## src/hdl/stok_pkg.sv

```systemverilog
// stok_pkg: token record, token kind codes and character constants for the tokenizer
// used by stok_front, stok_queue, stok_back and source_tokenizer
// depends on nothing
`default_nettype none

package stok_pkg;

	// defaults for the top-level parameters
	localparam int POS_WIDTH_DEFAULT   = 16;
	localparam int QUEUE_DEPTH_DEFAULT = 4;

	// token kind codes
	localparam logic [3:0] KIND_LPAREN       = 4'd0;
	localparam logic [3:0] KIND_RPAREN       = 4'd1;
	localparam logic [3:0] KIND_ARROW        = 4'd2;
	localparam logic [3:0] KIND_LCURLY       = 4'd3;
	localparam logic [3:0] KIND_RCURLY       = 4'd4;
	localparam logic [3:0] KIND_SEMI         = 4'd5;
	localparam logic [3:0] KIND_IDENT        = 4'd6;
	localparam logic [3:0] KIND_INT          = 4'd7;
	localparam logic [3:0] KIND_END          = 4'd8;
	localparam logic [3:0] KIND_BAD_ARROW    = 4'd9;
	localparam logic [3:0] KIND_UNRECOGNIZED = 4'd10;

	// character codes
	localparam logic [7:0] CH_NUL    = 8'h00;
	localparam logic [7:0] CH_LPAREN = 8'h28;
	localparam logic [7:0] CH_RPAREN = 8'h29;
	localparam logic [7:0] CH_LCURLY = 8'h7B;
	localparam logic [7:0] CH_RCURLY = 8'h7D;
	localparam logic [7:0] CH_SEMI   = 8'h3B;
	localparam logic [7:0] CH_DASH   = 8'h2D;
	localparam logic [7:0] CH_GT     = 8'h3E;
	localparam logic [7:0] CH_UNDER  = 8'h5F;

	localparam logic [30:0] VALUE_MAX = 31'h7FFF_FFFF;

	// one output token
	typedef struct packed {
		logic [3:0]  kind;
		logic [15:0] start;
		logic [15:0] length;
		logic [30:0] value;
		logic [7:0]  bad;
	} token_t;

	// all tokens caused by one input byte; tok0 always present
	typedef struct packed {
		logic   two;
		token_t tok0;
		token_t tok1;
	} token_pair_t;

	// saturating increment against a limit
	function automatic logic [15:0] sat_inc(input logic [15:0] v, input logic [15:0] lim);
		return (v < lim) ? v + 16'd1 : lim;
	endfunction

endpackage

`default_nettype wire

```

## src/hdl/stok_front.sv

```systemverilog
// stok_front: scanner state and byte classifier; turns each byte into zero, one or two tokens
// depends on stok_pkg; feeds stok_queue
`default_nettype none

module stok_front #(
	parameter int POSITION_WIDTH = stok_pkg::POS_WIDTH_DEFAULT
) (
	input  wire logic               clk,
	input  wire logic               arst_n,
	input  wire logic               byte_valid,
	input  wire logic [7:0]         byte_code,
	input  wire logic               queue_full,
	output logic                    byte_ready,
	output logic                    push,
	output stok_pkg::token_pair_t   push_data
);
	import stok_pkg::*;

	localparam logic [15:0] POS_LIMIT = (POSITION_WIDTH >= 16) ? 16'hFFFF :
		16'((33'd1 << POSITION_WIDTH) - 33'd1);

	typedef enum logic [2:0] {
		M_IDLE  = 3'd0,
		M_DASH  = 3'd1,
		M_IDENT = 3'd2,
		M_INT   = 3'd3,
		M_ERROR = 3'd4
	} mode_t;

	mode_t       mode_q, mode_d;
	logic [15:0] pos_q, pos_d;
	logic [15:0] pstart_q, pstart_d;
	logic [15:0] plen_q, plen_d;
	logic [30:0] pval_q, pval_d;

	logic        accept;
	logic        is_space, is_letter, is_digit, is_nul;
	logic [15:0] pos_inc;

	// idle-mode handling of the current byte
	logic        idle_has;
	token_t      idle_tok;
	mode_t       idle_mode;
	logic [15:0] idle_pos, idle_pstart, idle_plen;
	logic [30:0] idle_pval;

	// result of this byte
	logic        has0;
	logic        two;
	token_t      tok0, tok1;

	logic [34:0] acc_wide;
	logic [30:0] acc_sat;

	assign byte_ready = !queue_full;
	assign accept     = byte_valid && byte_ready;

	// byte classes
	assign is_nul    = (byte_code == CH_NUL);
	assign is_space  = (byte_code == 8'h20) || (byte_code >= 8'h09 && byte_code <= 8'h0D);
	assign is_letter = (byte_code >= 8'h61 && byte_code <= 8'h7A) ||
		(byte_code >= 8'h41 && byte_code <= 8'h5A) || (byte_code == CH_UNDER);
	assign is_digit  = (byte_code >= 8'h30 && byte_code <= 8'h39);
	assign pos_inc   = sat_inc(pos_q, POS_LIMIT);

	// decimal accumulate: v*10 + digit as shifts and adds, then clamp
	assign acc_wide = ({4'b0, pval_q} << 3) + ({4'b0, pval_q} << 1) + {31'b0, byte_code[3:0]};
	assign acc_sat  = (acc_wide > {4'b0, VALUE_MAX}) ? VALUE_MAX : acc_wide[30:0];

	// idle-mode handler
	always_comb begin
		idle_has    = 1'b0;
		idle_tok    = '0;
		idle_tok.start  = pos_q;
		idle_tok.length = 16'd1;
		idle_mode   = M_IDLE;
		idle_pos    = pos_inc;
		idle_pstart = pstart_q;
		idle_plen   = plen_q;
		idle_pval   = pval_q;
		if (is_nul) begin
			idle_has        = 1'b1;
			idle_tok.kind   = KIND_END;
			idle_tok.length = 16'd0;
			idle_pos        = 16'd0;
		end else if (is_space) begin
			idle_has = 1'b0;
		end else if (byte_code == CH_LPAREN) begin
			idle_has      = 1'b1;
			idle_tok.kind = KIND_LPAREN;
		end else if (byte_code == CH_RPAREN) begin
			idle_has      = 1'b1;
			idle_tok.kind = KIND_RPAREN;
		end else if (byte_code == CH_LCURLY) begin
			idle_has      = 1'b1;
			idle_tok.kind = KIND_LCURLY;
		end else if (byte_code == CH_RCURLY) begin
			idle_has      = 1'b1;
			idle_tok.kind = KIND_RCURLY;
		end else if (byte_code == CH_SEMI) begin
			idle_has      = 1'b1;
			idle_tok.kind = KIND_SEMI;
		end else if (byte_code == CH_DASH) begin
			idle_mode   = M_DASH;
			idle_pstart = pos_q;
		end else if (is_letter) begin
			idle_mode   = M_IDENT;
			idle_pstart = pos_q;
			idle_plen   = 16'd1;
		end else if (is_digit) begin
			idle_mode   = M_INT;
			idle_pstart = pos_q;
			idle_plen   = 16'd1;
			idle_pval   = {27'b0, byte_code[3:0]};
		end else begin
			idle_has      = 1'b1;
			idle_tok.kind = KIND_UNRECOGNIZED;
			idle_tok.bad  = byte_code;
			idle_mode     = M_ERROR;
		end
	end

	// per-mode next state and tokens
	always_comb begin
		mode_d   = mode_q;
		pos_d    = pos_q;
		pstart_d = pstart_q;
		plen_d   = plen_q;
		pval_d   = pval_q;
		has0     = 1'b0;
		two      = 1'b0;
		tok0     = '0;
		tok1     = '0;
		case (mode_q)
			M_DASH: begin
				has0       = 1'b1;
				tok0.start = pstart_q;
				if (byte_code == CH_GT) begin
					tok0.kind   = KIND_ARROW;
					tok0.length = 16'd2;
					mode_d      = M_IDLE;
					pos_d       = pos_inc;
				end else begin
					tok0.kind   = KIND_BAD_ARROW;
					tok0.length = is_nul ? 16'd1 : 16'd2;
					tok0.bad    = byte_code;
					if (is_nul) begin
						two         = 1'b1;
						tok1.kind   = KIND_END;
						tok1.start  = pos_q;
						tok1.length = 16'd0;
						mode_d      = M_IDLE;
						pos_d       = 16'd0;
					end else begin
						mode_d = M_ERROR;
						pos_d  = pos_inc;
					end
				end
			end
			M_IDENT, M_INT: begin
				if (is_digit || (is_letter && mode_q == M_IDENT)) begin
					plen_d = sat_inc(plen_q, POS_LIMIT);
					pos_d  = pos_inc;
					if (mode_q == M_INT) begin
						pval_d = acc_sat;
					end
				end else begin
					has0        = 1'b1;
					tok0.kind   = (mode_q == M_INT) ? KIND_INT : KIND_IDENT;
					tok0.start  = pstart_q;
					tok0.length = plen_q;
					tok0.value  = (mode_q == M_INT) ? pval_q : 31'd0;
					two         = idle_has;
					tok1        = idle_tok;
					mode_d      = idle_mode;
					pos_d       = idle_pos;
					pstart_d    = idle_pstart;
					plen_d      = idle_plen;
					pval_d      = idle_pval;
				end
			end
			M_ERROR: begin
				if (is_nul) begin
					has0        = 1'b1;
					tok0.kind   = KIND_END;
					tok0.start  = pos_q;
					tok0.length = 16'd0;
					mode_d      = M_IDLE;
					pos_d       = 16'd0;
				end else begin
					pos_d = pos_inc;
				end
			end
			default: begin
				has0     = idle_has;
				tok0     = idle_tok;
				mode_d   = idle_mode;
				pos_d    = idle_pos;
				pstart_d = idle_pstart;
				plen_d   = idle_plen;
				pval_d   = idle_pval;
			end
		endcase
	end

	assign push           = accept && has0;
	assign push_data.two  = two;
	assign push_data.tok0 = tok0;
	assign push_data.tok1 = tok1;

	// scanner state
	always_ff @(posedge clk or negedge arst_n) begin
		if (!arst_n) begin
			mode_q   <= M_IDLE;
			pos_q    <= 16'd0;
			pstart_q <= 16'd0;
			plen_q   <= 16'd0;
			pval_q   <= 31'd0;
		end else if (accept) begin
			mode_q   <= mode_d;
			pos_q    <= pos_d;
			pstart_q <= pstart_d;
			plen_q   <= plen_d;
			pval_q   <= pval_d;
		end
	end

	// a pending identifier or integer always has at least one byte
	a_plen_nonzero: assert property (@(posedge clk) disable iff (!arst_n)
		(mode_q == M_IDENT || mode_q == M_INT) |-> (plen_q != 16'd0))
		else $error("pending token with zero length");

	// position never passes the saturation limit
	a_pos_limit: assert property (@(posedge clk) disable iff (!arst_n)
		(pos_q <= POS_LIMIT) && (plen_q <= POS_LIMIT))
		else $error("position or length beyond limit");

	// a second token only ever follows a first one
	a_two_needs_first: assert property (@(posedge clk) disable iff (!arst_n)
		(accept && two) |-> push)
		else $error("second token without first");

endmodule

`default_nettype wire

```

## src/hdl/stok_queue.sv

```systemverilog
// stok_queue: short register queue of token pairs between front and back
// depends on stok_pkg
`default_nettype none

module stok_queue #(
	parameter int DEPTH = stok_pkg::QUEUE_DEPTH_DEFAULT
) (
	input  wire logic                  clk,
	input  wire logic                  arst_n,
	input  wire logic                  push,
	input  wire stok_pkg::token_pair_t push_data,
	input  wire logic                  pop,
	output logic                       full,
	output logic                       empty,
	output stok_pkg::token_pair_t      head
);
	import stok_pkg::*;

	localparam int PW = (DEPTH > 1) ? $clog2(DEPTH) : 1;
	localparam int CW = $clog2(DEPTH + 1);
	localparam logic [PW-1:0] LAST = PW'(DEPTH - 1);

	token_pair_t   slot_q [DEPTH];
	logic [PW-1:0] wr_q, rd_q;
	logic [CW-1:0] count_q;
	logic          do_push, do_pop;

	assign full    = (count_q == CW'(DEPTH));
	assign empty   = (count_q == '0);
	assign do_push = push && !full;
	assign do_pop  = pop && !empty;
	assign head    = slot_q[rd_q];

	// storage
	always_ff @(posedge clk) begin
		if (do_push) begin
			slot_q[wr_q] <= push_data;
		end
	end

	// pointers and fill count
	always_ff @(posedge clk or negedge arst_n) begin
		if (!arst_n) begin
			wr_q    <= '0;
			rd_q    <= '0;
			count_q <= '0;
		end else begin
			if (do_push) begin
				wr_q <= (wr_q == LAST) ? '0 : wr_q + 1'b1;
			end
			if (do_pop) begin
				rd_q <= (rd_q == LAST) ? '0 : rd_q + 1'b1;
			end
			case ({do_push, do_pop})
				2'b10:   count_q <= count_q + 1'b1;
				2'b01:   count_q <= count_q - 1'b1;
				default: count_q <= count_q;
			endcase
		end
	end

	a_no_overflow: assert property (@(posedge clk) disable iff (!arst_n)
		push |-> !full)
		else $error("push into full queue");

	a_no_underflow: assert property (@(posedge clk) disable iff (!arst_n)
		pop |-> !empty)
		else $error("pop from empty queue");

	a_count_range: assert property (@(posedge clk) disable iff (!arst_n)
		count_q <= CW'(DEPTH))
		else $error("queue count out of range");

endmodule

`default_nettype wire

```

## src/hdl/stok_back.sv

```systemverilog
// stok_back: unpacks token pairs into single output transfers and holds the output register
// depends on stok_pkg; reads from stok_queue
`default_nettype none

module stok_back (
	input  wire logic                  clk,
	input  wire logic                  arst_n,
	input  wire logic                  empty,
	input  wire stok_pkg::token_pair_t head,
	output logic                       pop,
	input  wire logic                  out_ready,
	output logic                       out_valid,
	output stok_pkg::token_t           out_tok,
	output logic                       out_last
);
	import stok_pkg::*;

	logic   out_valid_q;
	token_t out_tok_q;
	logic   out_last_q;
	logic   second_q;
	logic   load;
	logic   first_of_two;

	// output register free or draining this cycle
	assign load         = (!out_valid_q || out_ready) && !empty;
	assign first_of_two = head.two && !second_q;
	assign pop          = load && !first_of_two;

	assign out_valid = out_valid_q;
	assign out_tok   = out_tok_q;
	assign out_last  = out_last_q;

	// output payload
	always_ff @(posedge clk) begin
		if (load) begin
			out_tok_q  <= second_q ? head.tok1 : head.tok0;
			out_last_q <= !first_of_two;
		end
	end

	// output valid and pair phase
	always_ff @(posedge clk or negedge arst_n) begin
		if (!arst_n) begin
			out_valid_q <= 1'b0;
			second_q    <= 1'b0;
		end else begin
			if (load) begin
				out_valid_q <= 1'b1;
				second_q    <= first_of_two;
			end else if (out_ready) begin
				out_valid_q <= 1'b0;
			end
		end
	end

	// while the second token waits, the first one is still held or just replaced
	a_second_held: assert property (@(posedge clk) disable iff (!arst_n)
		second_q |-> (out_valid_q && !out_last_q && !empty))
		else $error("pair phase without its first token");

	// a pair is popped only on its final token
	a_pop_last: assert property (@(posedge clk) disable iff (!arst_n)
		pop |=> out_last_q)
		else $error("pair popped before its last token");

	// a token waiting on the output keeps valid and payload
	a_out_hold: assert property (@(posedge clk) disable iff (!arst_n)
		(out_valid_q && !out_ready) |=> (out_valid_q && $stable(out_tok_q)))
		else $error("output token dropped or changed while waiting");

endmodule

`default_nettype wire

```

## src/hdl/source_tokenizer.sv

```systemverilog
// source_tokenizer: top level of the streaming source tokenizer
// depends on stok_pkg, stok_front, stok_queue, stok_back
//
//  channel  | signals                                  | direction
//  ---------+------------------------------------------+----------
//  input    | in_valid, in_ready, char_code            | in
//  output   | out_valid, out_ready, token_kind,        | out
//           | start_offset, token_length, int_value,   |
//           | bad_byte, run_last                       |
//
// one source byte is taken per cycle while the queue is not full; the output side
// moves one token per cycle while out_ready is high, so a byte that ends an
// identifier or integer and also makes a token of its own costs two output transfers
// a queue of QUEUE_DEPTH byte results lets either side stall without stopping the other
// asynchronous reset returns the scanner to idle at offset zero; no clearing pass
`default_nettype none

module source_tokenizer #(
	parameter int POSITION_WIDTH = stok_pkg::POS_WIDTH_DEFAULT,
	parameter int QUEUE_DEPTH    = stok_pkg::QUEUE_DEPTH_DEFAULT
) (
	input  wire logic        clk,
	input  wire logic        arst_n,
	input  wire logic        in_valid,
	output logic             in_ready,
	input  wire logic [7:0]  char_code,
	output logic             out_valid,
	input  wire logic        out_ready,
	output logic [3:0]       token_kind,
	output logic [15:0]      start_offset,
	output logic [15:0]      token_length,
	output logic [30:0]      int_value,
	output logic [7:0]       bad_byte,
	output logic             run_last
);
	import stok_pkg::*;

	logic        push, pop, full, empty;
	token_pair_t push_data, head;
	token_t      out_tok;

	// front: classify bytes and run the scanner
	stok_front #(
		.POSITION_WIDTH(POSITION_WIDTH)
	) u_front (
		.clk        (clk),
		.arst_n     (arst_n),
		.byte_valid (in_valid),
		.byte_code  (char_code),
		.queue_full (full),
		.byte_ready (in_ready),
		.push       (push),
		.push_data  (push_data)
	);

	// queue of token pairs
	stok_queue #(
		.DEPTH(QUEUE_DEPTH)
	) u_queue (
		.clk       (clk),
		.arst_n    (arst_n),
		.push      (push),
		.push_data (push_data),
		.pop       (pop),
		.full      (full),
		.empty     (empty),
		.head      (head)
	);

	// back: one token per output transfer
	stok_back u_back (
		.clk       (clk),
		.arst_n    (arst_n),
		.empty     (empty),
		.head      (head),
		.pop       (pop),
		.out_ready (out_ready),
		.out_valid (out_valid),
		.out_tok   (out_tok),
		.out_last  (run_last)
	);

	assign token_kind   = out_tok.kind;
	assign start_offset = out_tok.start;
	assign token_length = out_tok.length;
	assign int_value    = out_tok.value;
	assign bad_byte     = out_tok.bad;

endmodule

`default_nettype wire
```

## config.mk

```make
export PLATFORM = sky130hd
export DESIGN_NAME = source_tokenizer
export DESIGN_NICKNAME = d
export VERILOG_FILES = /design/src/hdl/stok_pkg.sv /design/src/hdl/stok_front.sv /design/src/hdl/stok_queue.sv /design/src/hdl/stok_back.sv /design/src/hdl/source_tokenizer.sv
export SDC_FILE = /design/constraint.sdc
export NUM_CORES = 1
export LEC_CHECK = 0
export ABC_AREA = 1
export BUFFER_PORTS_ARGS = -buffer_cell sky130_fd_sc_hd__buf_2
export CAP_MARGIN = 20
export CORE_UTILIZATION = 45
export DETAILED_ROUTE_END_ITERATION = 16
export SLEW_MARGIN = 15
export SYNTH_ARGS = -nofsm -noshare
export SYNTH_HDL_FRONTEND = slang
export SYNTH_SLANG_ARGS = --single-unit
```

## constraint.sdc

```tcl
create_clock -name clk -period 6.24 [get_ports clk]
set_input_delay 0.624 -clock clk [delete_from_list [all_inputs] [get_ports clk]]
set_output_delay 0.624 -clock clk [all_outputs]
set_load 0.03 [all_outputs]
```

Word-level counts from Yosys, hierarchy flattened
Memories as Yosys holds them, arrays and structs flattened.
Cells that the tools add are included.
{ "word_totals": {"ff_bits": 167, "mem_bits_rw": 604, "input_bits": 12, "output_inout_bits": 78, "wordCells": 210, "n_memories": 1} }
{ "mem_list": {"columns": ["memory", "depth", "word_bits", "rd", "rd_ports_with_merged_regs", "wr", "line", "text"], "rows": [
  ["u_queue.slot_q", 4, 151, 1, 0, 1, "stok_queue.sv:23", "token_pair_t slot_q [DEPTH];"]
]} }
{ "classes": {"add_sub_neg": 8, "order_cmp": 11, "eq_ne": 21, "n_mux": 119, "bitwise": 1, "reduce_logical": 33} }
{ "op_table": {"columns": ["op", "n"], "rows": [
  ["31-bit 2-to-1 mux", 15],
  ["16-bit 2-to-1 mux", 28],
  ["75-bit 2-to-1 mux", 2],
  ["36-bit one-hot mux with 3 select lines", 1],
  ["16-bit one-hot mux with 2 select lines", 3],
  ["8-bit 2-to-1 mux", 11],
  ["36-bit 2-to-1 mux", 2],
  ["36-bit one-hot mux with 2 select lines", 1],
  ["67-bit 2-to-1 mux", 1],
  ["31-bit one-hot mux with 2 select lines", 1],
  ["8-bit by 6-bit == test with 1-bit output, second input constant", 6],
  ["4-bit 2-to-1 mux", 11],
  ["3-bit 2-to-1 mux", 14],
  ["39-bit 2-to-1 mux", 1],
  ["34-bit by 32-bit adder with 35-bit output", 1],
  ["35-bit by 4-bit adder with 35-bit output", 1],
  ["35-bit by 31-bit greater-than comparator with 1-bit output, second input constant", 1],
  ["16-bit by 1-bit adder with 16-bit output, second input constant", 2],
  ["16-bit < comparator, second input constant", 2],
  ["8-bit by 7-bit == test with 1-bit output, second input constant", 3],
  ["1-bit 2-to-1 mux", 20],
  ["8-bit by 7-bit >= comparator with 1-bit output, second input constant", 2],
  ["8-bit by 7-bit <= comparator with 1-bit output, second input constant", 2],
  ["8-bit one-hot mux with 2 select lines", 1],
  ["31 further kinds", 61]
]} }

Depth between registers and ports, before layout
Gate-level depths: netlist of run 1.
{ "logic_depth": {"depth_word": 18, "depth_mapped": 19, "depth_no_buf": 18} }

Cells and area by module
From an unflattened synthesis of run 1, not the netlist that was laid out.
{ "unflattened": {"cells_unflattened": 3653, "area_unflattened_um2": 36476.2} }
{ "by_module_without_submodules": {"columns": ["module", "n_inst", "cells_per_inst", "area_each_um2", "seq_area_each_um2"], "rows": [
  ["stok_queue", 1, 1822, 24166.9, 18312.6],
  ["stok_front", 1, 1497, 8946.1, 2052.0],
  ["stok_back", 1, 334, 3363.2, 2332.2]
]} }

Worst setup path before layout of run 1
Ideal clock, no wire load.
{ "synth_path": {"kind": "input port to flip-flop", "from": "in char_code[1]", "to": "mem u_queue.slot_q[0][0] (netlist name) (enable)", "setup_ns": 0.570, "t_arrival_ns": 6.199, "required_ns": 5.670, "setup_slack_ns": -0.529, "stages": 11, "path_buffers": 0, "cell_sequence": "nor2_1 -> inv_1 -> nor2_1 -> nand2_1 -> nand3_4 -> nand2_4 -> nand2_2 -> nand2_2 -> a31oi_2 -> nand2_2 -> nor2_1"} }
{ "synth_between": {"elab_chain_len": 18, "elab_cells_between_ends": 43, "classes_between": "8 x order compare; 8 x eq/ne; 15 x mux; 12 x reduce/logical"} }
{ "synth_rtl": {"columns": ["element", "line", "text"], "rows": [
  ["start, declared", "source_tokenizer.sv:26", "input wire logic [7:0] char_code,"],
  ["8-bit by 7-bit >= comparator with 1-bit output (tied with other cells)", "stok_front.sv:61", "assign is_letter = (byte_code >= 8'h61 && byte_code <= 8'h7A) ||"],
  ["1-bit logical AND, on equally long branches", "stok_front.sv:61, stok_front.sv:62", null],
  ["1-bit logical OR", "stok_front.sv:61", null],
  ["1-bit logical OR", "stok_front.sv:62", "(byte_code >= 8'h41 && byte_code <= 8'h5A) || (byte_code == CH_UNDER);"],
  ["1-bit 2-to-1 mux", "stok_front.sv:106", "end else if (is_letter) begin"],
  ["1-bit 2-to-1 mux", "stok_front.sv:103", "end else if (byte_code == CH_DASH) begin"],
  ["1-bit 2-to-1 mux", "stok_front.sv:100", "end else if (byte_code == CH_SEMI) begin"],
  ["1-bit 2-to-1 mux", "stok_front.sv:97", "end else if (byte_code == CH_RCURLY) begin"],
  ["[... 2 more ...]", null, null],
  ["1-bit 2-to-1 mux", "stok_front.sv:88", "end else if (byte_code == CH_LPAREN) begin"],
  ["1-bit 2-to-1 mux", "stok_front.sv:86", "end else if (is_space) begin"],
  ["1-bit 2-to-1 mux", "stok_front.sv:81", "if (is_nul) begin"],
  ["1-bit one-hot mux with 3 select lines *", "stok_front.sv:134", "case (mode_q)"],
  ["1-bit logical AND *", "stok_front.sv:206", "assign push = accept && has0;"],
  ["1-bit logical AND *", "stok_queue.sv:30", "assign do_push = push && !full;"],
  ["1-bit 2-to-1 mux *", "stok_queue.sv:36", "if (do_push) begin"],
  ["1-bit 2-to-1 mux (not written as such) *", "stok_queue.sv:37", "slot_q[wr_q] <= push_data;"],
  ["end, declared", "stok_queue.sv:23", null]
]} }
Every way passes the cells marked *; elsewhere a longest branch is shown, timed or not.

Worst setup path in the final report of run 1
{ "layout_path": {"from": "in char_code[3]", "to": "mem u_queue.slot_q[1][78] (netlist name) (enable)"} }
The elaborated chain is that of the path after synthesis.

==> impl_metrics.ini, run 1 <==
[critical_path]
worstPathMaxFanout = 60
crit_required_ns = 6.45
worst_ep_arrival_time_ns = 3.86
critPathLaunchType = input pin
crit_type = input pin to register
end_kind = register

[drt]
totalWireLength_um = 67310
first_iter_violations = 1387
routedWlPerCell_um = 18.47
via_count = 19450
vias_per_cell = 5.335
antenna_left = 0
drc = 0
drt_pass1_iterations = 5

[clock_tree]
ctsResizeCount = 0
cts-root-buf = clkbuf_16
cts.clk_slew.worst_paths_ns = 0.06
ctsHoldBuffers = 0
cts_buffers = 60
cts_tree = built
postCtsSetupBuffers = 0
clk_latency_ns = 0.62
cts_num_sinks = 587
clk_path_buf_depth = 3
htree_num_levels = 2

[global_route]
antenna_found_initial = 1
grt_pass1_wl_um = 106800
grt_overflow = 0
grt_usage_pct = 22.34
grt_max_degree = 85
grt_pass1_vias = 19240

[timing]
clock_skew_ns = 0.02640
final_hold_viol_count = 0
finalCriticalPeriod_ns = 3.643
slew_headroom_pct = 27.52
tightest_slew_ns = 1.087
rsz0062_at_grt = no
setup_violations = 0
tns_ns = 0
post-route-worst-setup-slack_ns = 2.597
drv_slew = 0
fin_hold_ws_ns = 0.02351
fmaxAchievable_ghz = 0.2745
fin_crit_sh_pct = 58.39

[flow_run]
max_cap_viol_count = 0

[logic_synthesis]
synthArstFlopShare_pct = 15.50
syn_nets = 2849
ys_types = 42
netlist_area_um2 = 27230
ys_seq_elements = 587
synthCells = 2765
syn-mean-instance-area_um2 = 9.850
ys_warn_count = 0
synthFlopType = edfxtp_1
synth_edf_count = 496
seq_area_frac_synth_pct = 63.05

[floorplan]
die_h_um = 248.0
start_util_pct = 45.89
coreArea_um2 = 59350
pin_count = 90
dieWidth_um = 248.0
die-area_um2 = 61510
rows = 89

[final_layout]
drive_gt1_share_pct = 8.774
fin_area_um2 = 30580
area_growth_pct = 12.28
antenna_cells = 0
finalNetCount = 2906
fillCellCount = 5332

[outcome]
status = finished, final reports clean

[placed_design]
io_buffers = 89
gp_congestion = 0.8987
placedInstanceArea_um2 = 28450
place_ws_ns = 1.950
post-dp-hpwl_um = 41370

[power]
clkPwrFrac_pct = 25.9
p_sw_mw = 5.602
p_sw_share_pct = 37.72
p_leak_nw = 12.27
seq_power_share_pct = 41.2
powerDensity_nw_per_um2 = 485.6
ir_worst_vdd_mv = 0.2633
p_int_mw = 9.248
power_frac_comb_pct = 33.0

[hold_path]
hp-class = input pin to asynchronous set/reset pin
## cell usage in the layout (no fill, tap or decap), drive strengths merged
cell type and count:
a21o 2, a21oi 117, a22oi 1, a31oi 33
a41oi 1, and2 4, buf 117, bufinv 11
clkbuf 78, clkinv 20, clkinvlp 2, dfrtp 91
edfxtp 496, fa 3, ha 69, inv 231
nand2 473, nand3 104, nand3b 1, nand4 6
nor2 589, nor3 34, nor4 2, o211ai 2
o21ai 304, o21bai 3, o221ai 1, o22ai 47
or2 1, xnor2 2, xor2 27
## power groups by stage
stage	Combinational (mW)	Clock (mW)	Sequential (mW)
2_1_floorplan	2.97	0	6.59
3_3_place_gp	4.88	0	6.16
3_5_place_dp	4.95	0	6.18
4_1_cts	4.97	3.91	6.11
5_1_grt	5.50	4.06	6.22
6_report	4.90	3.84	6.11
## registers in the layout, summed over array words and instances, names as in the netlist
signal            count
u_queue.slot_q      420
u_back.out_tok       75
u_front.pval_q       31
u_front.plen_q       16
u_front.pos_q        16
u_front.pstart_q     16
u_front.mode_q        3
u_queue.count_q       3
u_queue.rd_q          2
u_queue.wr_q          2
u_back.out_last       1
u_back.out_valid      1
u_back.second_q       1
## Yosys cell counts, drive strengths merged (2+ instances only)
cell      n  share of area, %
nor2    589               8.1
edfxtp  496                55
nand2   473               6.6
o21ai   304               5.6
inv     227               3.1
a21oi   117               2.2
nand3   104               2.0
clkbuf   97               1.3
dfrtp    91               8.4
ha       69               3.2
o22ai    47               1.1
nor3     34              0.67
a31oi    33              0.78
xor2     27              0.87
buf      25              0.45
nand4     6              0.14
and2      4             0.092
clkinv    3             0.041
fa        3              0.22
o21bai    3             0.083
a21o      2             0.055
nor4      2             0.046
o211ai    2              0.11
xnor2     2             0.064
## worst max-delay path, stage by stage
cell and delay (ns):
buf_2 0.16, inv_2 0.12, nor2_2 0.13, inv_2 0.07, o211ai_4 0.15, buf_4 0.47, nand2_1 0.19, nand2_2 0.14
nand2_2 0.30, a31oi_2 0.33, nand2_2 0.23, nor2_4 0.14, buf_4 0.74
## routing by layer
metal	part of all wire [%]	vias to the layer above	GRT usage, %	wire length (um)
li1	-	9489	-	-
met5	0	-	0	0
met2	49	384	38.28	32910
met3	4.1	83	2.586	2741
met1	45	9489	30.22	30360
met4	1.9	0	5.576	1302
## worst paths after layout
check	from	endpoint	slack (ns)	depth (start not counted)
setup / recovery	char_code[3]	u_queue.slot_q[1][78]$_DFFE_PP_	2.60	13
hold / removal	arst_n	u_queue.count_q[2]$_DFFE_PN0P_	0.02	1
setup reg to reg	u_front.mode_q[1]$_DFFE_PN0P_	u_queue.slot_q[1][78]$_DFFE_PP_	2.64	10
hold reg to reg	u_queue.count_q[0]$_DFFE_PN0P_	u_queue.count_q[0]$_DFFE_PN0P_	0.48	1
max in group asynchronous	arst_n	u_front.pval_q[19]$_DFFE_PN0P_	5.03	2
min in group clk	out_ready	u_back.out_valid$_DFFE_PN0P_	0.27	2
## area by class of cell
class	instances	area (um2)	area share [%]
Clock buffer	78	1670	5.462
Clock inverter	34	462.9	1.514
Inverter	230	868.3	2.839
Tap cell	773	967.2	3.163
Timing Repair Buffer	117	683.2	2.234
Sequential cell	587	17180	56.18
Multi-Input combinational cell	1826	8748	28.61
## cells by family (layout without fill, tap and decap cells)
logic type / count (synthesis) / count (layout) / share of synthesized area (%)
buf+inv: 352 / 459 / 4.957
xor+xnor: 29 / 29 / 0.9326
compound gates: 511 / 511 / 9.974
fa+ha+maj: 72 / 72 / 3.390
simple gates: 1214 / 1214 / 17.70
flops: 587 / 587 / 63.05
## per-stage QoR
stage / std cells / total power [mW] / utilization [%]
after floorplan: 2765 / 9.554 / -
after CTS: 3645 / 15.00 / 51.52
after global placement: 3533 / 11.04 / 47.93
final: 3645 / 14.85 / 51.52
after global routing: 3645 / 15.78 / 51.52
after detailed placement: 3533 / 11.14 / 47.93
Note: power is estimated with default switching activity, not from simulation.
==> inputs of run 2 (changes only) <==
--- a/config.mk
+++ b/config.mk
@@ -5,7 +5,7 @@
 export SDC_FILE = /design/constraint.sdc
 export NUM_CORES = 1
 export LEC_CHECK = 0
-export ABC_AREA = 1
+export ABC_AREA = 0
 export BUFFER_PORTS_ARGS = -buffer_cell sky130_fd_sc_hd__buf_2
 export CAP_MARGIN = 20
 export CORE_UTILIZATION = 45
==> constraint.sdc (replaced) <==
create_clock -name clk -period 3 [get_ports clk]
set_input_delay 0.3 -clock clk [delete_from_list [all_inputs] [get_ports clk]]
set_output_delay 0.3 -clock clk [all_outputs]
set_load 0.03 [all_outputs]
==> run 2 against run 1 <==
Net effect:
- the run now ends with setup timing left
- power up 140%
- first-iteration DRC count is 16% lower
- non-clock buffer count is 139 higher
- final cell count down 25%
- critical path type is now register to register
- critical endpoint is now u_front.pval_q[12]$_DFFE_PN0P_
- largest cell class unchanged
- highest routed layer is now met5
==> impl_metrics.ini, run 2 <==
[critical_path]
worst_ep_arrival_time_ns = 3.72
critPathSlowestCell = fa_1
slowest_delay_ns = 0.54
end_kind = register
worstPathMaxFanout = 18
critPathLaunchType = register
crit_type = register to register
path_buf_inv = 3
critPathTopFamily = compound AO/OA/AOI/OAI gates
crit_required_ns = 3.51
worstPathCellList = inv_2 -> fa_1 -> inv_2 -> fa_2 -> a211oi_2 -> o211ai_1 -> a21oi_2 -> o41ai_2 -> a41oi_1 -> xor2_1 -> and4_4 -> buf_12 -> a21oi_2

[power]
ir_worst_vdd_mv = 1.077
p_sw_share_pct = 35.82
powerDensity_nw_per_um2 = 1153
power_frac_comb_pct = 43.3
clkPwrFrac_pct = 21.8
p_int_mw = 22.68
p_sw_mw = 12.66
seq_power_share_pct = 34.9
p_leak_nw = 11.45

[final_layout]
drive_gt1_share_pct = 27.52
area_growth_pct = 18.66
multiInputGateArea_um2 = 8344
post-route-util_pct = 54.15
layout_commonest_cell = edfxtp_1
layout_common_cells = edfxtp_1 (496), nand2_1 (155), buf_4 (143)
seqCellArea_um2 = 17180
regMostFlops = u_queue.slot_q
fillCellCount = 4610
largest_reg_flops = 420
fin_cells = 2745
finalNetCount = 2020

[logic_synthesis]
synth_common_cells = edfxtp_1 (496), nand2_1 (155), a21oi_1 (133)
synth_fa_ha_area_share_pct = 3.574
ys_seq_elements = 587
seq_area_frac_synth_pct = 66.47
yosysTopAreaCell = edfxtp_1
netlist_area_um2 = 25830
syn_nets = 1795
synth.most_common_cell = edfxtp_1
synth_mux_area_share_pct = 10.25
synthCells = 1711
ys_warn_count = 0
synthFlopType = edfxtp_1
synthArstFlopShare_pct = 15.50
yosys.area_share.simple_pct = 8.762
synth_edf_count = 496
synth_compound_gate_area_share_pct = 7.895
yosysTopAreaCellShare_pct = 57.65
syn-mean-instance-area_um2 = 15.10
synthXorXnorAreaFrac_pct = 1.085
ys_types = 74
synth_top_family_by_area = multiplexers
netlist_top_cells_area = edfxtp_1 (58%), mux4_2 (9.2%), dfrtp_1 (8.8%), ha_1 (3.3%), a21oi_1 (2.6%)

[clock_tree]
cts_num_sinks = 587
clk_latency_ns = 0.63
clk_path_buf_depth = 3
cts.clk_slew.worst_paths_ns = 0.06
cts_buffers = 60
cts_tree = built
cts-root-buf = clkbuf_16
htree_num_levels = 2

[placed_design]
gp_congestion = 0.8585
post-dp-hpwl_um = 35180
placed_cells = 2623
io_buffers = 89

[outcome]
status = complete, but fails checks
failed_checks = setup timing

[drt]
routedWlPerCell_um = 20.31
drt_pass1_iterations = 5
via_count = 15190
drc = 0
first_iter_violations = 1159
vias_per_cell = 5.532
antenna_left = 0
totalWireLength_um = 55750

[timing]
rsz0062_at_grt = yes
setup_violations = 31
tightest_slew_ns = 0.9405
drv_slew = 0
finalCriticalPeriod_ns = 3.207
post-route-worst-setup-slack_ns = -0.2072
slew_headroom_pct = 37.30
fmaxAchievable_ghz = 0.3118
final_hold_viol_count = 0
fin_crit_sh_pct = 106.9
clock_skew_ns = 0.01577

[floorplan]
die-area_um2 = 58370
dieWidth_um = 241.6
start_util_pct = 45.64
pin_count = 90
coreArea_um2 = 56600
rows = 87
die_h_um = 241.6

[global_route]
grt_overflow = 0
antenna_found_initial = 1
grt_pass1_vias = 16100
grt_max_degree = 108
grt_pass1_wl_um = 89590
grt_usage_pct = 19.55

[hold_path]
hp-class = input pin to register

[flow_run]
max_cap_viol_count = 0
[run 2: cell count changes after synthesis, sizes merged, moves of 17 or more]
cell and delta:
nand3 -76, a21oi +18, a31oi -17, inv -194, mux4 +105, mux2 +21, nor2 -529, clkbuf -35
nand2 -317, o21ai -248, and2 +84, a22o +27, and3 +44, o22ai -45
[run 2: final timing paths]
check	startpoint	slack, ns	endpoint	depth (start not counted)
setup / recovery	u_front.pval_q[2]$_DFFE_PN0P_	-0.21	u_front.pval_q[12]$_DFFE_PN0P_	13
hold / removal	char_code[0]	0.05	u_front.pval_q[0]$_DFFE_PN0P_	3
setup reg to reg	u_front.pval_q[2]$_DFFE_PN0P_	-0.21	u_front.pval_q[12]$_DFFE_PN0P_	13
hold reg to reg	u_front.pstart_q[2]$_DFFE_PN0P_	0.51	u_front.pstart_q[2]$_DFFE_PN0P_	1
max in group asynchronous	arst_n	1.98	u_queue.rd_q[0]$_DFFE_PN0P_	2
min in group asynchronous	arst_n	0.29	u_front.pval_q[12]$_DFFE_PN0P_	2
[run 2: what timing repair did]
| action | CTS | global route |
|---|---|---|
| resized for setup | 5 | 3 |
| pin swaps | 4 | 4 |
| endpoints found under the hold margin | 59 | 0 |
| setup endpoints to repair | 31 | 34 |
| hold buffers | 2 | 0 |
| setup buffers | 5 | 1 |
[run 2: routing by layer]
| metal | share of wire, % | up-vias | GRT usage [%] | wire [um] |
|---|---|---|---|---|
| li1 | - | 7071 | - | - |
| met1 | 44 | 7765 | 25.64 | 24360 |
| met2 | 51 | 261 | 33.82 | 28180 |
| met3 | 3.5 | 87 | 2.886 | 1948 |
| met4 | 2.2 | 2 | 5.489 | 1243 |
| met5 | 0.025 | - | 0 | 14 |
[run 2: worst min-delay path, cell delays in order]
cell     delay, ns
buf_2         0.13
o31ai_1       0.10
a21oi_2       0.10
[run 2: metrics by stage]
| stage | setup TNS [ns] | worst slack, ns | hold WS [ns] | area, um2 | power [mW] |
|---|---|---|---|---|---|
| after CTS | -5.839 | -0.2111 | 0.004213 | 30640 | 35.75 |
| final | -5.541 | -0.2072 | 0.04745 | 30650 | 35.34 |
| after global placement | -14.79 | -0.2267 | 0.4373 | 28500 | 27.61 |
| after global routing | -11.23 | -0.3860 | 0.04524 | 30650 | 37.48 |
| after detailed placement | -26.67 | -0.3038 | 0.4423 | 28500 | 27.79 |
| after floorplan | -120.82 | -0.2814 | 0.004409 | 26040 | 22.31 |
[run 2: area by class of cell]
cell class | instances | share of cell area [%]
Antenna cell | 1 | 0.008164
Clock buffer | 77 | 5.335
Clock inverter | 37 | 1.384
Inverter | 33 | 0.4163
Multi-Input combinational cell | 998 | 27.22
Sequential cell | 587 | 56.04
Tap cell | 756 | 3.086
Timing Repair Buffer | 256 | 6.506
[run 2: logic make-up after synthesis]
logic type	Yosys count
compound gates	320
xor+xnor	32
fa+ha+maj	72
buf+inv	126
flops	587
mux	127
simple gates	447
[run 2: power by group through the flow]
| stage | clock network, mW | logic, mW | registers [mW] |
|---|---|---|---|
| floorplan | 0 | 8.83 | 13.5 |
| CTS | 7.87 | 15.5 | 12.4 |
| detailed placement | 0 | 15.3 | 12.5 |
| global route | 8.17 | 16.8 | 12.5 |
| global placement | 0 | 15.2 | 12.4 |
| finish | 7.70 | 15.3 | 12.3 |
==> inputs of run 3 (changes only) <==
--- a/config.mk
+++ b/config.mk
@@ -8,8 +8,10 @@
 export ABC_AREA = 0
 export BUFFER_PORTS_ARGS = -buffer_cell sky130_fd_sc_hd__buf_2
 export CAP_MARGIN = 20
-export CORE_UTILIZATION = 45
+export CORE_UTILIZATION = 56
 export DETAILED_ROUTE_END_ITERATION = 16
+export GPL_TIMING_DRIVEN = 0
+export PLACE_DENSITY = 0.76
 export SLEW_MARGIN = 15
 export SYNTH_ARGS = -nofsm -noshare
 export SYNTH_HDL_FRONTEND = slang
==> constraint.sdc (replaced) <==
create_clock -name clk -period 3 [get_ports clk]
set_input_delay 0.15 -clock clk [delete_from_list [all_inputs] [get_ports clk]]
set_output_delay 0.15 -clock clk [all_outputs]
set_load 0.03 [all_outputs]
==> run 3 against run 2 <==
Net effect:
- the run still ends with setup timing left
- sequential power about the same
- first-iteration DRC count up 26%
- non-clock buffer count down 48
- core utilization up 11 points
- maximum frequency down 2.7%
- global-route usage up 5.3 points
- clock skew up 0.0089 ns
- power down 5.6%
- sequential share of layout area up 2.2 points
- worst hold slack worse by 0.017 ns
- critical path depth up 1
- die area down 19%
- largest cell class unchanged
- largest power group unchanged
==> impl_metrics.ini, run 3 (synthesis gave the netlist of run 2 again) <==
[global_route]
grt_overflow = 0
grt_usage_pct = 24.84
antenna_found_initial = 1
grt_max_degree = 68
grt_pass1_wl_um = 89110
grt_pass1_vias = 15830

[placed_design]
io_buffers = 86
placed_cells = 2407
gp_congestion = 0.9027
place_ws_ns = -0.7044
post-dp-hpwl_um = 36520

[drt]
totalWireLength_um = 57690
via_count = 15610
wl_met3_um = 3117
vias_per_cell = 6.150
drc = 0
first_iter_violations = 1458
m1WireLength_um = 23970
routedWlPerCell_um = 22.73
drt_pass1_iterations = 5
route.met2.wl_um = 28820
antenna_left = 0
top_layer_used = met5

[critical_path]
end_kind = register
crit_required_ns = 3.50
worstPathMaxFanout = 10
critPathLaunchType = register
critPathTopFamily = compound AO/OA/AOI/OAI gates
worstPathCellList = inv_2 -> fa_1 -> inv_2 -> fa_2 -> a211oi_2 -> o211ai_1 -> a21oi_2 -> buf_6 -> o41ai_4 -> a41oi_2 -> xor2_1 -> and4_4 -> buf_6 -> a21oi_1
crit_type = register to register
path_buf_inv = 4
slowest_delay_ns = 0.52
critPathSlowestCell = fa_1
worst_ep_arrival_time_ns = 3.79

[clock_tree]
clk_path_buf_depth = 3
cts_num_sinks = 587
cts-root-buf = clkbuf_16
cts_tree = built
clk_latency_ns = 0.62
htree_num_levels = 2
cts.clk_slew.worst_paths_ns = 0.07
cts_buffers = 58

[floorplan]
start_util_pct = 56.80
coreArea_um2 = 45480
die-area_um2 = 46990
pin_count = 90
rows = 78
dieWidth_um = 216.8
die_h_um = 216.8

[timing]
fin_crit_sh_pct = 109.9
setup_violations = 31
fin_hold_ws_ns = 0.03043
clock_skew_ns = 0.02471
drv_slew = 0
final_hold_viol_count = 0
tightest_slew_ns = 1.016
post-route-worst-setup-slack_ns = -0.2965
slew_headroom_pct = 32.27
finalCriticalPeriod_ns = 3.296
rsz0062_at_grt = yes
fmaxAchievable_ghz = 0.3034

[power]
ir_worst_vdd_mv = 0.7045
p_int_mw = 20.79
clkPwrFrac_pct = 20.4
power_frac_comb_pct = 42.3
powerDensity_nw_per_um2 = 1131
p_leak_nw = 10.90
p_sw_mw = 12.57
seq_power_share_pct = 37.2
p_sw_share_pct = 37.68

[final_layout]
antenna_cells = 0
layout_commonest_cell = edfxtp_1
fin_cells = 2538
finalNetCount = 1974
regMostFlops = u_queue.slot_q
drive_gt1_share_pct = 20.59
largest_reg_flops = 420
area_growth_pct = 14.21
layout_common_cells = edfxtp_1 (496), nand2_1 (155), a21oi_1 (130)

[hold_path]
hp-class = input pin to register

[outcome]
status = complete, but fails checks
failed_checks = setup timing

[flow_run]
max_cap_viol_count = 0
==> run 3: metal layers <==
layer / track usage [%] / up-vias
li1: - / 6978
met1: 33.39 / 7915
met2: 41.88 / 588
met3: 3.284 / 125
met4: 8.873 / 2
met5: 0 / -
==> run 3: area by class of cell <==
class,instances,area [um2]
Sequential cell,587,17170
Multi-Input combinational cell,1002,8341
Tap cell,600,750.7
Fill cell,3260,15970
Clock inverter,28,195.2
Inverter,33,126.4
Buffer,88,447.9
Clock buffer,80,1585
Timing Repair Buffer,120,885.9
==> run 3: worst register-to-register path, stage by stage, from the launching register on <==
cell and delay [ns]:
dfrtp_1 0.41, inv_2 0.07, fa_1 0.52, inv_2 0.07, fa_2 0.37, a211oi_2 0.23
o211ai_1 0.17, a21oi_2 0.18, buf_6 0.14, o41ai_4 0.09, a41oi_2 0.21, xor2_1 0.20
and4_4 0.28, buf_6 0.16, a21oi_1 0.08
==> run 3: worst paths after layout <==
path	slack, ns	cells past startpoint	to	start
max	-0.30	14	u_front.pval_q[6]$_DFFE_PN0P_	u_front.pval_q[2]$_DFFE_PN0P_
min	0.03	4	u_front.pval_q[1]$_DFFE_PN0P_	char_code[1]
max reg2reg	-0.30	14	u_front.pval_q[6]$_DFFE_PN0P_	u_front.pval_q[2]$_DFFE_PN0P_
min reg2reg	0.51	1	u_front.pstart_q[0]$_DFFE_PN0P_	u_front.pstart_q[0]$_DFFE_PN0P_
max in group asynchronous	2.54	3	u_back.second_q$_DFFE_PN0P_	arst_n
min in group asynchronous	0.04	3	u_front.pval_q[17]$_DFFE_PN0P_	arst_n
==> run 3: repair_timing <==
item                                    CTS  global route
pin swaps                                20             2
hold endpoints to repair                 93             0
cloned                                    4             0
hold buffers                              4             0
endpoints found under the setup margin  530            93
gates resized for setup                  33            15
setup buffers                            16             4
==> run 3: power groups by stage <==
stage	clock network, mW	logic (mW)	registers, mW
final	6.81	14.1	12.4
after CTS	6.91	14.0	12.4
after global routing	7.17	15.3	12.6
after detailed placement	0	13.3	12.6
after global placement	0	12.9	12.5
after floorplan	0	8.58	13.5
==> run 3: per-stage QoR <==
step	instance area, um2	util, %	setup TNS (ns)	total power, mW
final	29500	64.88	-8.403	33.36
after global placement	27090	59.57	-579.80	25.37
after CTS	29440	64.74	-6.376	33.34
after detailed placement	27350	60.13	-288.01	25.86
after global routing	29500	64.88	-13.10	35.07
after floorplan	25910	-	-55.20	22.05
